### config.mk
export PLATFORM = sky130hd
export DESIGN_NAME = arp_request_responder_core
export DESIGN_NICKNAME = d
export VERILOG_FILES = /design/src/hw/rtl/arpr_pkg.sv /design/src/hw/rtl/arp_request_responder_core.sv /design/src/hw/rtl/arpr_parser.sv /design/src/hw/rtl/arpr_desc_fifo.sv /design/src/hw/rtl/arpr_reply_gen.sv
export SDC_FILE = /design/constraint.sdc
export NUM_CORES = 1
export LEC_CHECK = 0
export BUFFER_PORTS_ARGS = -buffer_cell sky130_fd_sc_hd__buf_2
export CORE_MARGIN = 2
export CORE_UTILIZATION = 42
export CTS_BUF_LIST = sky130_fd_sc_hd__clkbuf_8 sky130_fd_sc_hd__clkbuf_16
export CTS_CLUSTER_SIZE = 20
export DETAILED_ROUTE_END_ITERATION = 8
export GPL_TIMING_DRIVEN = 0
export PLACE_DENSITY = 0.7
export SLEW_MARGIN = 20
export SYNTH_ARGS = -nofsm -noshare
export SYNTH_HDL_FRONTEND = slang
export SYNTH_SLANG_ARGS = --single-unit
### constraint.sdc
create_clock -name clk -period 41.5 [get_ports clk]
set_input_delay 4.15 -clock clk [delete_from_list [all_inputs] [get_ports clk]]
set_output_delay 4.15 -clock clk [all_outputs]
set_load 0.02 [all_outputs]
### src/hw/rtl/arpr_pkg.sv
package arpr_pkg;

  localparam int unsigned FRAME_LEN  = 42;
  localparam int unsigned POS_W      = 6;
  localparam int unsigned DESC_DEPTH = 2;
  localparam int unsigned CFG_IDX_W  = 2;
  localparam int unsigned CFG_DATA_W = 48;

  // Register indexes on the configuration port.
  localparam logic [CFG_IDX_W-1:0] CFG_OWN_IP  = 2'd0;
  localparam logic [CFG_IDX_W-1:0] CFG_OWN_MAC = 2'd1;

  localparam logic [31:0] OWN_IP_RESET  = 32'hC0A8_00FA;
  localparam logic [47:0] OWN_MAC_RESET = 48'h0;

  // ARP opcodes.
  localparam logic [7:0] OP_REQUEST = 8'h01;
  localparam logic [7:0] OP_REPLY   = 8'h02;

  // Byte offsets inside the frame.
  localparam logic [POS_W-1:0] POS_HDR_FIRST = 6'd12;
  localparam logic [POS_W-1:0] POS_HDR_LAST  = 6'd21;
  localparam logic [POS_W-1:0] POS_SHA_FIRST = 6'd22;
  localparam logic [POS_W-1:0] POS_SHA_LAST  = 6'd27;
  localparam logic [POS_W-1:0] POS_SPA_FIRST = 6'd28;
  localparam logic [POS_W-1:0] POS_SPA_LAST  = 6'd31;
  localparam logic [POS_W-1:0] POS_THA_FIRST = 6'd32;
  localparam logic [POS_W-1:0] POS_TPA_FIRST = 6'd38;
  localparam logic [POS_W-1:0] POS_LAST      = 6'd41;
  localparam logic [POS_W-1:0] POS_SAT       = 6'd42;

  typedef struct packed {
    logic [7:0] frame_byte;
    logic       frame_end;
  } in_item_t;

  typedef struct packed {
    logic [7:0] reply_byte;
    logic       reply_end;
  } out_item_t;

  // Everything the back end needs to build one reply.
  typedef struct packed {
    logic [47:0] req_mac;
    logic [31:0] req_ip;
    logic [47:0] own_mac;
    logic [31:0] own_ip;
  } reply_desc_t;

  function automatic logic [7:0] mac_octet(input logic [47:0] mac, input logic [2:0] k);
    logic [7:0] b;
    case (k)
      3'd0:    b = mac[47:40];
      3'd1:    b = mac[39:32];
      3'd2:    b = mac[31:24];
      3'd3:    b = mac[23:16];
      3'd4:    b = mac[15:8];
      default: b = mac[7:0];
    endcase
    return b;
  endfunction

  function automatic logic [7:0] ip_octet(input logic [31:0] ip, input logic [1:0] k);
    logic [7:0] b;
    case (k)
      2'd0:    b = ip[31:24];
      2'd1:    b = ip[23:16];
      2'd2:    b = ip[15:8];
      default: b = ip[7:0];
    endcase
    return b;
  endfunction

  // Fixed header bytes from the EtherType through the opcode.
  function automatic logic [7:0] hdr_byte(input logic [POS_W-1:0] pos, input logic [7:0] opcode);
    logic [7:0] b;
    unique case (pos)
      6'd12:   b = 8'h08;
      6'd13:   b = 8'h06;
      6'd14:   b = 8'h00;
      6'd15:   b = 8'h01;
      6'd16:   b = 8'h08;
      6'd17:   b = 8'h00;
      6'd18:   b = 8'h06;
      6'd19:   b = 8'h04;
      6'd20:   b = 8'h00;
      default: b = opcode;
    endcase
    return b;
  endfunction

  function automatic logic [7:0] reply_byte_at(input reply_desc_t d, input logic [POS_W-1:0] idx);
    logic [7:0] b;
    if (idx < 6'd6) begin
      b = mac_octet(d.req_mac, idx[2:0]);
    end else if (idx < POS_HDR_FIRST) begin
      b = mac_octet(d.own_mac, 3'(idx - 6'd6));
    end else if (idx <= POS_HDR_LAST) begin
      b = hdr_byte(idx, OP_REPLY);
    end else if (idx <= POS_SHA_LAST) begin
      b = mac_octet(d.own_mac, 3'(idx - POS_SHA_FIRST));
    end else if (idx <= POS_SPA_LAST) begin
      b = ip_octet(d.own_ip, 2'(idx - POS_SPA_FIRST));
    end else if (idx < POS_TPA_FIRST) begin
      b = mac_octet(d.req_mac, 3'(idx - POS_THA_FIRST));
    end else begin
      b = ip_octet(d.req_ip, 2'(idx - POS_TPA_FIRST));
    end
    return b;
  endfunction

endpackage

### src/hw/rtl/arp_request_responder_core.sv
// A reply's first byte reaches out_item via the descriptor queue and the output register.
// One received byte per cycle unless full; a 42-byte reply leaves one byte per cycle on pop.
// The input stalls only when both reply slots of the descriptor queue are occupied.
// Reset (synchronous, rst_n low): queues empty, parser at frame start, own_ip 192.168.0.250,
// own_mac zero.
module arp_request_responder_core (
  input  logic                                   clk,
  input  logic                                   rst_n,
  input  logic                                   push,
  output logic                                   full,
  input  arpr_pkg::in_item_t                     in_item,
  output logic                                   empty,
  input  logic                                   pop,
  output arpr_pkg::out_item_t                    out_item,
  input  logic                                   cfg_we,
  input  logic [arpr_pkg::CFG_IDX_W-1:0]         cfg_index,
  input  logic [arpr_pkg::CFG_DATA_W-1:0]        cfg_wdata
);
  import arpr_pkg::*;

  // Configuration registers. Writes to an index outside the list are dropped.
  logic [31:0] own_ip_r;
  logic [47:0] own_mac_r;

  always_ff @(posedge clk) begin
    if (!rst_n) begin
      own_ip_r  <= OWN_IP_RESET;
      own_mac_r <= OWN_MAC_RESET;
    end else if (cfg_we) begin
      unique case (cfg_index)
        CFG_OWN_IP:  own_ip_r  <= cfg_wdata[31:0];
        CFG_OWN_MAC: own_mac_r <= cfg_wdata;
        default: ;
      endcase
    end
  end

  // Front end: the parser walks the frame byte by byte, checks the ARP request
  // fields and captures the requester's addresses. On the last byte of a good
  // request it hands over one descriptor that snapshots everything the reply needs.
  logic        in_accept;
  logic        desc_push;
  reply_desc_t desc_in;

  assign in_accept = push & ~full;

  arpr_parser u_parser (
    .clk       (clk),
    .rst_n     (rst_n),
    .accept    (in_accept),
    .item      (in_item),
    .own_ip    (own_ip_r),
    .own_mac   (own_mac_r),
    .desc_push (desc_push),
    .desc      (desc_in)
  );

  // Short queue of pending replies. Because even the shortest good request
  // is as long as a 42-byte reply, the parser keeps pace with the reply stream in steady state.
  logic        desc_pop;
  logic        desc_empty;
  reply_desc_t desc_out;

  arpr_desc_fifo u_desc_fifo (
    .clk     (clk),
    .rst_n   (rst_n),
    .wr_en   (desc_push),
    .wr_desc (desc_in),
    .rd_en   (desc_pop),
    .rd_desc (desc_out),
    .full    (full),
    .empty   (desc_empty)
  );

  // Back end: a byte counter serializes the 42-byte reply into an output
  // register and retires the descriptor as it loads the last byte.
  logic out_valid;

  arpr_reply_gen u_reply_gen (
    .clk        (clk),
    .rst_n      (rst_n),
    .desc_valid (~desc_empty),
    .desc       (desc_out),
    .desc_pop   (desc_pop),
    .out_valid  (out_valid),
    .out_item   (out_item),
    .out_take   (pop)
  );

  assign empty = ~out_valid;

endmodule

### src/hw/rtl/arpr_parser.sv
module arpr_parser (
  input  logic                 clk,
  input  logic                 rst_n,
  input  logic                 accept,
  input  arpr_pkg::in_item_t   item,
  input  logic [31:0]          own_ip,
  input  logic [47:0]          own_mac,
  output logic                 desc_push,
  output arpr_pkg::reply_desc_t desc
);
  import arpr_pkg::*;

  logic [POS_W-1:0] pos_r, pos_nxt;
  logic             ok_r, ok_nxt;
  logic [47:0]      req_mac_r, req_mac_nxt;
  logic [31:0]      req_ip_r, req_ip_nxt;
  logic             ok_cur, mismatch, ok_now;

  // Compare the byte against the request template or the own address.
  always_comb begin
    ok_cur   = (pos_r == '0) ? 1'b1 : ok_r;
    mismatch = 1'b0;
    if (pos_r >= POS_HDR_FIRST && pos_r <= POS_HDR_LAST) begin
      mismatch = item.frame_byte != hdr_byte(pos_r, OP_REQUEST);
    end else if (pos_r >= POS_TPA_FIRST && pos_r <= POS_LAST) begin
      mismatch = item.frame_byte != ip_octet(own_ip, 2'(pos_r - POS_TPA_FIRST));
    end
    ok_now = ok_cur & ~mismatch;
  end

  always_comb begin
    pos_nxt     = pos_r;
    ok_nxt      = ok_r;
    req_mac_nxt = req_mac_r;
    req_ip_nxt  = req_ip_r;
    if (accept) begin
      if (pos_r >= POS_SHA_FIRST && pos_r <= POS_SHA_LAST) begin
        req_mac_nxt = {req_mac_r[39:0], item.frame_byte};
      end
      if (pos_r >= POS_SPA_FIRST && pos_r <= POS_SPA_LAST) begin
        req_ip_nxt = {req_ip_r[23:0], item.frame_byte};
      end
      if (item.frame_end) begin
        pos_nxt = '0;
        ok_nxt  = 1'b1;
      end else begin
        pos_nxt = (pos_r < POS_SAT) ? pos_r + 6'd1 : POS_SAT;
        ok_nxt  = ok_now;
      end
    end
  end

  always_ff @(posedge clk) begin
    if (!rst_n) begin
      pos_r     <= '0;
      ok_r      <= 1'b1;
      req_mac_r <= '0;
      req_ip_r  <= '0;
    end else begin
      pos_r     <= pos_nxt;
      ok_r      <= ok_nxt;
      req_mac_r <= req_mac_nxt;
      req_ip_r  <= req_ip_nxt;
    end
  end

  // Sender fields are complete by the last byte, since a push needs position 41 or later.
  assign desc_push    = accept & item.frame_end & (pos_r >= POS_LAST) & ok_now;
  assign desc.req_mac = req_mac_r;
  assign desc.req_ip  = req_ip_r;
  assign desc.own_mac = own_mac;
  assign desc.own_ip  = own_ip;

endmodule

### src/hw/rtl/arpr_desc_fifo.sv
module arpr_desc_fifo (
  input  logic                  clk,
  input  logic                  rst_n,
  input  logic                  wr_en,
  input  arpr_pkg::reply_desc_t wr_desc,
  input  logic                  rd_en,
  output arpr_pkg::reply_desc_t rd_desc,
  output logic                  full,
  output logic                  empty
);
  import arpr_pkg::*;

  localparam int unsigned PTR_W = $clog2(DESC_DEPTH);

  reply_desc_t        mem_r [DESC_DEPTH];
  logic [PTR_W-1:0]   wr_ptr_r, rd_ptr_r;
  logic [PTR_W:0]     count_r;

  assign full    = count_r == (PTR_W+1)'(DESC_DEPTH);
  assign empty   = count_r == '0;
  assign rd_desc = mem_r[rd_ptr_r];

  always_ff @(posedge clk) begin
    if (wr_en) begin
      mem_r[wr_ptr_r] <= wr_desc;
    end
  end

  always_ff @(posedge clk) begin
    if (!rst_n) begin
      wr_ptr_r <= '0;
      rd_ptr_r <= '0;
      count_r  <= '0;
    end else begin
      if (wr_en) begin
        wr_ptr_r <= (wr_ptr_r == PTR_W'(DESC_DEPTH - 1)) ? '0 : wr_ptr_r + 1'b1;
      end
      if (rd_en) begin
        rd_ptr_r <= (rd_ptr_r == PTR_W'(DESC_DEPTH - 1)) ? '0 : rd_ptr_r + 1'b1;
      end
      count_r <= count_r + (PTR_W+1)'(wr_en) - (PTR_W+1)'(rd_en);
    end
  end

endmodule

### src/hw/rtl/arpr_reply_gen.sv
module arpr_reply_gen (
  input  logic                  clk,
  input  logic                  rst_n,
  input  logic                  desc_valid,
  input  arpr_pkg::reply_desc_t desc,
  output logic                  desc_pop,
  output logic                  out_valid,
  output arpr_pkg::out_item_t   out_item,
  input  logic                  out_take
);
  import arpr_pkg::*;

  logic [POS_W-1:0] idx_r;
  logic             valid_r;
  out_item_t        item_r;
  logic             load;

  // The output register refills in the same cycle its item is taken, if a descriptor is pending.
  assign load      = desc_valid & (~valid_r | out_take);
  assign desc_pop  = load & (idx_r == POS_LAST);
  assign out_valid = valid_r;
  assign out_item  = item_r;

  always_ff @(posedge clk) begin
    if (load) begin
      item_r.reply_byte <= reply_byte_at(desc, idx_r);
      item_r.reply_end  <= idx_r == POS_LAST;
    end
  end

  always_ff @(posedge clk) begin
    if (!rst_n) begin
      idx_r   <= '0;
      valid_r <= 1'b0;
    end else begin
      if (load) begin
        idx_r <= (idx_r == POS_LAST) ? '0 : idx_r + 6'd1;
      end
      if (load) begin
        valid_r <= 1'b1;
      end else if (out_take) begin
        valid_r <= 1'b0;
      end
    end
  end

endmodule
==> results of run 1 <==
-- area by class of cell --
type	count	area [µm²]	share of cell area
multi-input combinational	971	6330	0.2669
tap	615	769.5	0.03244
sequential	516	13620	0.5744
clock inverter	37	479.2	0.02020
buffer	101	419.2	0.01767
clock buffer	55	1331	0.05613
inverter	30	112.6	0.004748
timing repair buffer	100	653.1	0.02754
-- cell families after synthesis --
family                     after synthesis
adders and majority gates               16
and+or+nand+nor                        473
AOI/OAI and AO/OA                      355
muxes                                  106
DFF                                    516
buffers and inverters                  131
xor gates and xnor gates                21
-- power by group through the flow --
stage / clock network [µW] / logic [µW] / registers, µW
global route: 517 / 23.8 / 547
CTS: 497 / 21.8 / 547
floorplan: 0 / 11.5 / 557
finish: 493 / 22.0 / 547
global placement: 0 / 21.3 / 558
detailed placement: 0 / 21.7 / 558
-- Yosys cell counts (4+ instances only) --
| master | n |
|---|---|
| buf_1 | 6 |
| mux2_2 | 19 |
| dfxtp_1 | 187 |
| buf_4 | 5 |
| o211ai_1 | 8 |
| ha_1 | 16 |
| o21ai_1 | 7 |
| mux2i_1 | 72 |
| a21boi_1 | 80 |
| o21a_1 | 6 |
| nor2_1 | 32 |
| inv_1 | 28 |
| a22oi_1 | 8 |
| a221o_1 | 4 |
| a21oi_1 | 44 |
| o2111ai_1 | 4 |
| nand2_1 | 351 |
| a2111oi_0 | 8 |
| buf_2 | 11 |
| clkbuf_1 | 78 |
| xor2_1 | 15 |
| a21boi_0 | 69 |
| and2_1 | 10 |
| nor3_1 | 10 |
| edfxtp_1 | 329 |
| a221oi_1 | 16 |
| nor4_1 | 5 |
| nand2b_1 | 12 |
| a222oi_1 | 23 |
| a211oi_1 | 11 |
| xnor2_1 | 6 |
| mux4_2 | 15 |
| a22o_1 | 4 |
| nor2b_1 | 8 |
| nand3_1 | 18 |
| o22ai_1 | 22 |
| o221ai_1 | 6 |
| o21ai_0 | 11 |
-- per-stage QoR --
stage	cell area, µm²	instances	setup WS (ns)	hold slack, ns
5_1_grt	23720	2425	34.12	0.4574
6_report	23720	2425	34.32	0.4222
3_5_place_dp	21900	2333	33.76	0.4382
2_1_floorplan	20470	1618	23.97	0.4254
3_3_place_gp	21610	2307	16.53	0.4292
4_1_cts	23710	2425	34.36	0.4261
-- how the worst min path moves through the flow --
stage / start / end / slack [ns]
2_1_floorplan: u_parser.req_ip_r[24] / u_desc_fifo.mem_r[0][104] / 0.43
5_1_grt: u_parser.req_ip_r[26] / u_desc_fifo.mem_r[1][106] / 0.46
6_report: u_parser.req_ip_r[26] / u_desc_fifo.mem_r[1][106] / 0.42
4_1_cts: u_parser.req_ip_r[26] / u_desc_fifo.mem_r[1][106] / 0.43
3_3_place_gp: own_mac_r[27] / u_desc_fifo.mem_r[0][59] / 0.43
3_5_place_dp: own_mac_r[27] / u_desc_fifo.mem_r[1][59] / 0.44
-- state kept, by name (all words and copies together), names as in the netlist, named ones only --
name / flops
own_ip_r: 32
u_parser.req_ip_r: 32
u_parser.pos_r: 6
u_desc_fifo.wr_ptr_r: 1
u_parser.req_mac_r: 48
own_mac_r: 48
u_reply_gen.out_valid: 1
u_parser.ok_r: 1
u_reply_gen.idx_r: 6
u_desc_fifo.mem_r: 320
u_desc_fifo.rd_ptr_r: 1
u_desc_fifo.count_r: 2
u_reply_gen.out_item: 9
-- routing by layer --
layer,track usage,vias to the layer above,part of all wire
met5,0,-,0
li1,-,6250,-
met3,0.03488,117,0.087
met4,0.07797,0,0.034
met2,0.3459,664,0.47
met1,0.2896,6771,0.41
-- worst max-delay path, delay by kind of cell --
| family | cells | cell delay (ns) |
|---|---|---|
| buffers and inverters | 11 | 1.90 |
| AND/OR/NAND/NOR | 4 | 1.40 |
==> out/qor.txt, run 1 <==
Run status: finished clean
CTS Hold Bufs: 0
Mapped cell area: 20470 µm²
Worst-Skew Late Latency: 0.59 ns
Post-synthesis adder-cell area fraction: 0.009779
Most common cell after layout, fill and taps aside: nand2_1
Core Util, Final: 0.4947
Global-route wire length before repair: 80640 µm
Post-detail-place hpwl: 38520 µm
Ys flop type: edfxtp_1
Mapped Cells: 1618
Mux contribution to synthesized area: 0.06216
Complex-gate fraction of the synthesized area: 0.1291
Slew margin rel.: 0.4325
Final Hold Fails: 0
Final nets: 1849
Logic pwr share: 0.021
Worst Setup Start Kind: primary input
Layout area overhead: 15.86%
Max incr delay on CP: 0.63 ns
Die width: 224.8 µm
IO buf count: 74
Per-cell routed wire length: 22.24 µm
Worst hold path depth: 0
Most common cell on crit path: buf_6
# H-tree levels: 2
Synth async-reset ratio: 0
CP endpoint: u_desc_fifo.mem_r[0][45]
Post-Route WL: 53930 µm
Yosys warning count: 0
Ports: 75
Critical Path AT: 7.48 ns
Crit path max fanout: 10
Post-CTS sizing: 0
Setup crit start: push
Largest net degree at the start of global routing: 42
VDD IR-drop max: 0.00002677 V
Cell variety after synth: 71
DR pass1 iterations: 6
Worst-Margin Slew: 0.8512 ns
Clock buffer depth: 3
Vias: 13802
Die height: 224.8 µm
Commonest non-fill, non-tap cells in the layout: 351 x nand2_1, 329 x edfxtp_1, 187 x dfxtp_1
Synth Area in XOR/XNOR: 0.008985
Register bit total from synthesis: 516
Initial Util: 0.4270
Clk_skew: 0.03404 ns
GR Overflow Total: 0
Simple-gate share of the synthesized area: 0.09847
Setup TNS: 0 ns
Root Buffer: clkbuf_16
Post-DRT Antenna Nets: 0
CTS buffer count: 49
RSZ-0062 raised after global routing: no
Largest family of logic cells by synthesized area: compound AO/OA/AOI/OAI gates
Yosys top cell area share: 0.4826
Core footprint: 47950 µm²
Mapped Nets: 1698
Hold WC Path Type: flop to flop
Crit path cell chain: buf_2, and2_1, buf_2, nand2_1, nor3_1, nor3b_2, buf_6, buf_6, buf_6, buf_6, buf_4, buf_4, buf_6, buf_6, buf_4
Placer Congestion: 0.9346
Critical R2R Launch: u_parser.pos_r[1]
GR Util All Layers: 0.2131
Clk slew on worst S/H paths: 0.07 ns
Min Tclk post-route: 7.182 ns
Vias in the first global route: 13362
Avg Cell Area, Syn: 12.65 µm²
Sw frac: 0.1980
PD cells: 44.76 nW/µm²
Layout cells sized above 1: 0.1337
TritonCTS clock tree: yes
NetSw: 210.2 µW
Post-synth EDFFs: 329
Final Max Slew Viols: 0
Initial DRC count: 1573
Vias per cell: 5.692
Max_cap viols: 0
Synth area leaders: edfxtp_1 48%, dfxtp_1 18%, nand2_1 6.4%, mux2i_1 3.5%, a21boi_1 2.9%
Number of post-CTS setup repair buffers: 0
WS Path Type: primary input to flop
R2R depth: 18
N_diodes: 0
Residual DRC: 0
R2R Setup Slk: 36.51 ns
CP Capture Type: flop
Fmax: 0.1392 GHz
Final setup violation count: 0
Worst r2r dst: u_desc_fifo.mem_r[0][45]
Tot Pwr: 1061 µW
Number of fill cells: 4065
WP data required: 41.80 ns
Share of the clock period used by the worst path: 0.1731
Pint: 851.3 µW
Register area share after synthesis: 0.6655
Clock share of power: 0.464
Leakage: 0.007995 µW
Antenna violations before repair: 0
DIE AREA: 50520 µm²
Largest area contributor in the netlist: edfxtp_1
Flop pwr share: 0.515
CP max-delay cell: nor3b_2
Clock sink total: 516
Row Count: 80
Note: power is estimated with default switching activity, not from simulation.
==> run 2, diff against run 1 <==
ABC_AREA = 1   (was unset)
clock period = 7.35 ns   (was 41.5 ns; I/O delays follow)
==> run 2 against run 1 <==
  * Critical endpoint is now u_desc_fifo.mem_r[0][141]
  * Non-clock buffer count decreased by 16
  * Sequential share of layout area shrank 0.58 points
  * First-iteration DRC count rose by 9.3%
==> out/qor.txt, run 2 <==
GR Overflow Total: 0
Layout area overhead: 15.48%
Post-detail-place hpwl: 41810 µm
Avg Cell Area, Syn: 9.893 µm²
Hold WC Path Type: primary input to flop
Mapped cell area: 20750 µm²
CTS buffer count: 52
Cell variety after synth: 44
Per-cell routed wire length: 20.27 µm
DIE AREA: 51190 µm²
Slew margin rel.: 0.4077
CTS Hold Bufs: 0
Placer Congestion: 0.9405
Antenna violations before repair: 0
Final nets: 2313
Clk_skew: 0.02426 ns
TritonCTS clock tree: yes
Max FFs per register: 320
Max_cap viols: 0
Register area share after synthesis: 0.6567
Synth area leaders: edfxtp_1 48%, dfxtp_1 18%, nor2_1 8.0%, nand2_1 6.9%, o21ai_0 6.5%
Final Max Slew Viols: 0
Clock sink total: 516
IO buf count: 73
VDD IR-drop max: 0.0001497 V
Tot Pwr: 5956 µW
Residual DRC: 0
WS Path Type: flop to flop
CP max-delay cell: nor2_4
R2R Setup Slk: 3.74 ns
Worst slack, placed: 3.754 ns
Sw frac: 0.2063
Vias in the first global route: 15025
Ys flop type: edfxtp_1
Most instantiated library cell after synthesis: nor2_1
Layout cells sized above 1: 0.1095
Mapped Cells: 2097
Largest registers: u_desc_fifo.mem_r: 320 flops, own_mac_r: 48 flops, u_parser.req_mac_r: 48 flops
Core footprint: 48850 µm²
Row Count: 81
Yosys top cell area share: 0.4762
NetSw: 1229 µW
RSZ-0062 raised after global routing: no
Flop pwr share: 0.522
Post-synth EDFFs: 329
Number of post-CTS setup repair buffers: 0
Ports: 75
Yosys warning count: 0
Vias per cell: 5.366
Setup ws final: 3.741 ns
# H-tree levels: 2
Most common cell on crit path: nand2_1
Share of the clock period used by the worst path: 0.4910
WP data required: 7.65 ns
Clock buffer depth: 3
Initial Util: 0.4247
Worst-Margin Slew: 0.8885 ns
Leakage: 0.009120 µW
Crit path max fanout: 21
Multi-input gate area: 6223 µm²
Max incr delay on CP: 0.54 ns
Post-DRT Antenna Nets: 0
Delay-heaviest family, CP: simple AND/OR/NAND/NOR gates
Vias: 15772
Logic pwr share: 0.025
Worst Path Buf+Inv: 6
Largest area contributor in the netlist: edfxtp_1
Commonest non-fill, non-tap cells in the layout: 441 x nor2_1, 381 x nand2_1, 329 x edfxtp_1
Post-Route WL: 59590 µm
Pint: 4727 µW
PD cells: 248.6 nW/µm²
Global-route wire length before repair: 90120 µm
Run status: finished clean
Worst-Skew Late Latency: 0.60 ns
Die width: 226.3 µm
Post-synth top cells: 442 x nor2_1, 381 x nand2_1, 329 x edfxtp_1
Min Tclk post-route: 3.609 ns
Top reg by flops: u_desc_fifo.mem_r
Final Hold Fails: 0
Fmax: 0.2771 GHz
Clock share of power: 0.453
Clk slew on worst S/H paths: 0.06 ns
Most common cell after layout, fill and taps aside: nor2_1
Synth async-reset ratio: 0
Post-CTS sizing: 0
Mapped Nets: 2177
Initial DRC count: 1719
CP Capture Type: flop
Critical Path AT: 3.91 ns
DR pass1 iterations: 6
GR Util All Layers: 0.2358
Register bit total from synthesis: 516
Die height: 226.3 µm
Root Buffer: clkbuf_16
Register area: 13620 µm²
Largest net degree at the start of global routing: 97
Number of fill cells: 4474
Final setup violation count: 0
Crit path cell chain: inv_1, ha_1, buf_2, nand2_1, nand3_1, nand2_1, nand3_1, nand2_1, nand2_1, nor2_1, nand2_1, nand2_1, nand3_1, nor2_4, buf_16, buf_16, buf_16, buf_16
N_diodes: 0
Worst Setup Start Kind: flop
run 2: changes by cell type after synthesis, sizes merged, moves of 16 or more:
cell,delta
o21ai,+262
a21oi,+23
mux2i,-70
nand3,+86
buf,+30
mux2,-19
nand2,+36
clkbuf,-28
inv,+72
nor2,+417
a222oi,-23
a221oi,-16
a21boi,-147
run 2: power by group through the flow:
stage | logic, µW | clock network [µW] | registers (µW)
after global placement | 144 | 0 | 3170
after detailed placement | 147 | 0 | 3170
after global routing | 166 | 2830 | 3110
after CTS | 148 | 2710 | 3110
final | 151 | 2700 | 3110
after floorplan | 83.3 | 0 | 3160
run 2: layer usage:
layer | wire (µm) | vias to the layer above | GRT usage | part of all wire
met5 | 0 | - | 0 | 0
met4 | 1965 | 0 | 0.08659 | 0.033
met3 | 5643 | 118 | 0.04250 | 0.095
met2 | 27330 | 762 | 0.3751 | 0.46
met1 | 24650 | 7542 | 0.3238 | 0.41
li1 | - | 7350 | - | -
run 2: path summary, 6_finish.rpt:
kind	start	to	depth (start not counted)
worst max-delay path	u_parser.pos_r[0]	u_desc_fifo.mem_r[0][141]	18
worst min-delay path	cfg_wdata[8]	own_ip_r[8]	3
worst max register to register	u_parser.pos_r[0]	u_desc_fifo.mem_r[0][141]	18
worst min register to register	own_mac_r[1]	u_desc_fifo.mem_r[1][33]	0
run 2: cell type report:
| class | instances | share of cell area |
|---|---|---|
| clock inverter | 36 | 0.01332 |
| tap | 664 | 0.03468 |
| inverter | 101 | 0.01614 |
| clock buffer | 60 | 0.05985 |
| buffer | 103 | 0.02204 |
| sequential | 516 | 0.5686 |
| timing repair buffer | 82 | 0.02559 |
| multi-input combinational | 1377 | 0.2598 |
run 2: logic make-up (layout without fill, tap and decap cells):
kind of cell,Yosys count,in the layout,synth area share
AND/OR/NAND/NOR,976,976,0.1905
flip-flops,516,516,0.6567
AO/OA/AOI/OAI,375,375,0.09511
buffers and inverters,204,382,0.04372
adder cells (fa/ha/maj),16,16,0.009650
XOR/XNOR,8,8,0.003377
multiplexers,2,2,0.0009650
run 2: through the flow:
step	TNS [ns]	hold WS, ns	std cells	util	instance area [µm²]
4_1_cts	0	0.3739	2939	0.4904	23960
3_5_place_dp	0	0.4403	2843	0.4546	22210
5_1_grt	0	0.3894	2939	0.4904	23960
2_1_floorplan	0	0.4263	2097	-	20750
6_report	0	0.3835	2939	0.4904	23960
3_3_place_gp	-259.89	0.4301	2834	0.4492	21940
run 2: worst reg2reg max path, stage by stage (launching register included):
cell and delay, ns:
dfxtp_1 0.39, inv_1 0.12, ha_1 0.22, buf_2 0.19
nand2_1 0.09, nand3_1 0.12, nand2_1 0.13, nand3_1 0.08
nand2_1 0.09, nand2_1 0.06, nor2_1 0.09, nand2_1 0.07
nand2_1 0.10, nand3_1 0.18, nor2_4 0.54, buf_16 0.25
buf_16 0.20, buf_16 0.19, buf_16 0.20
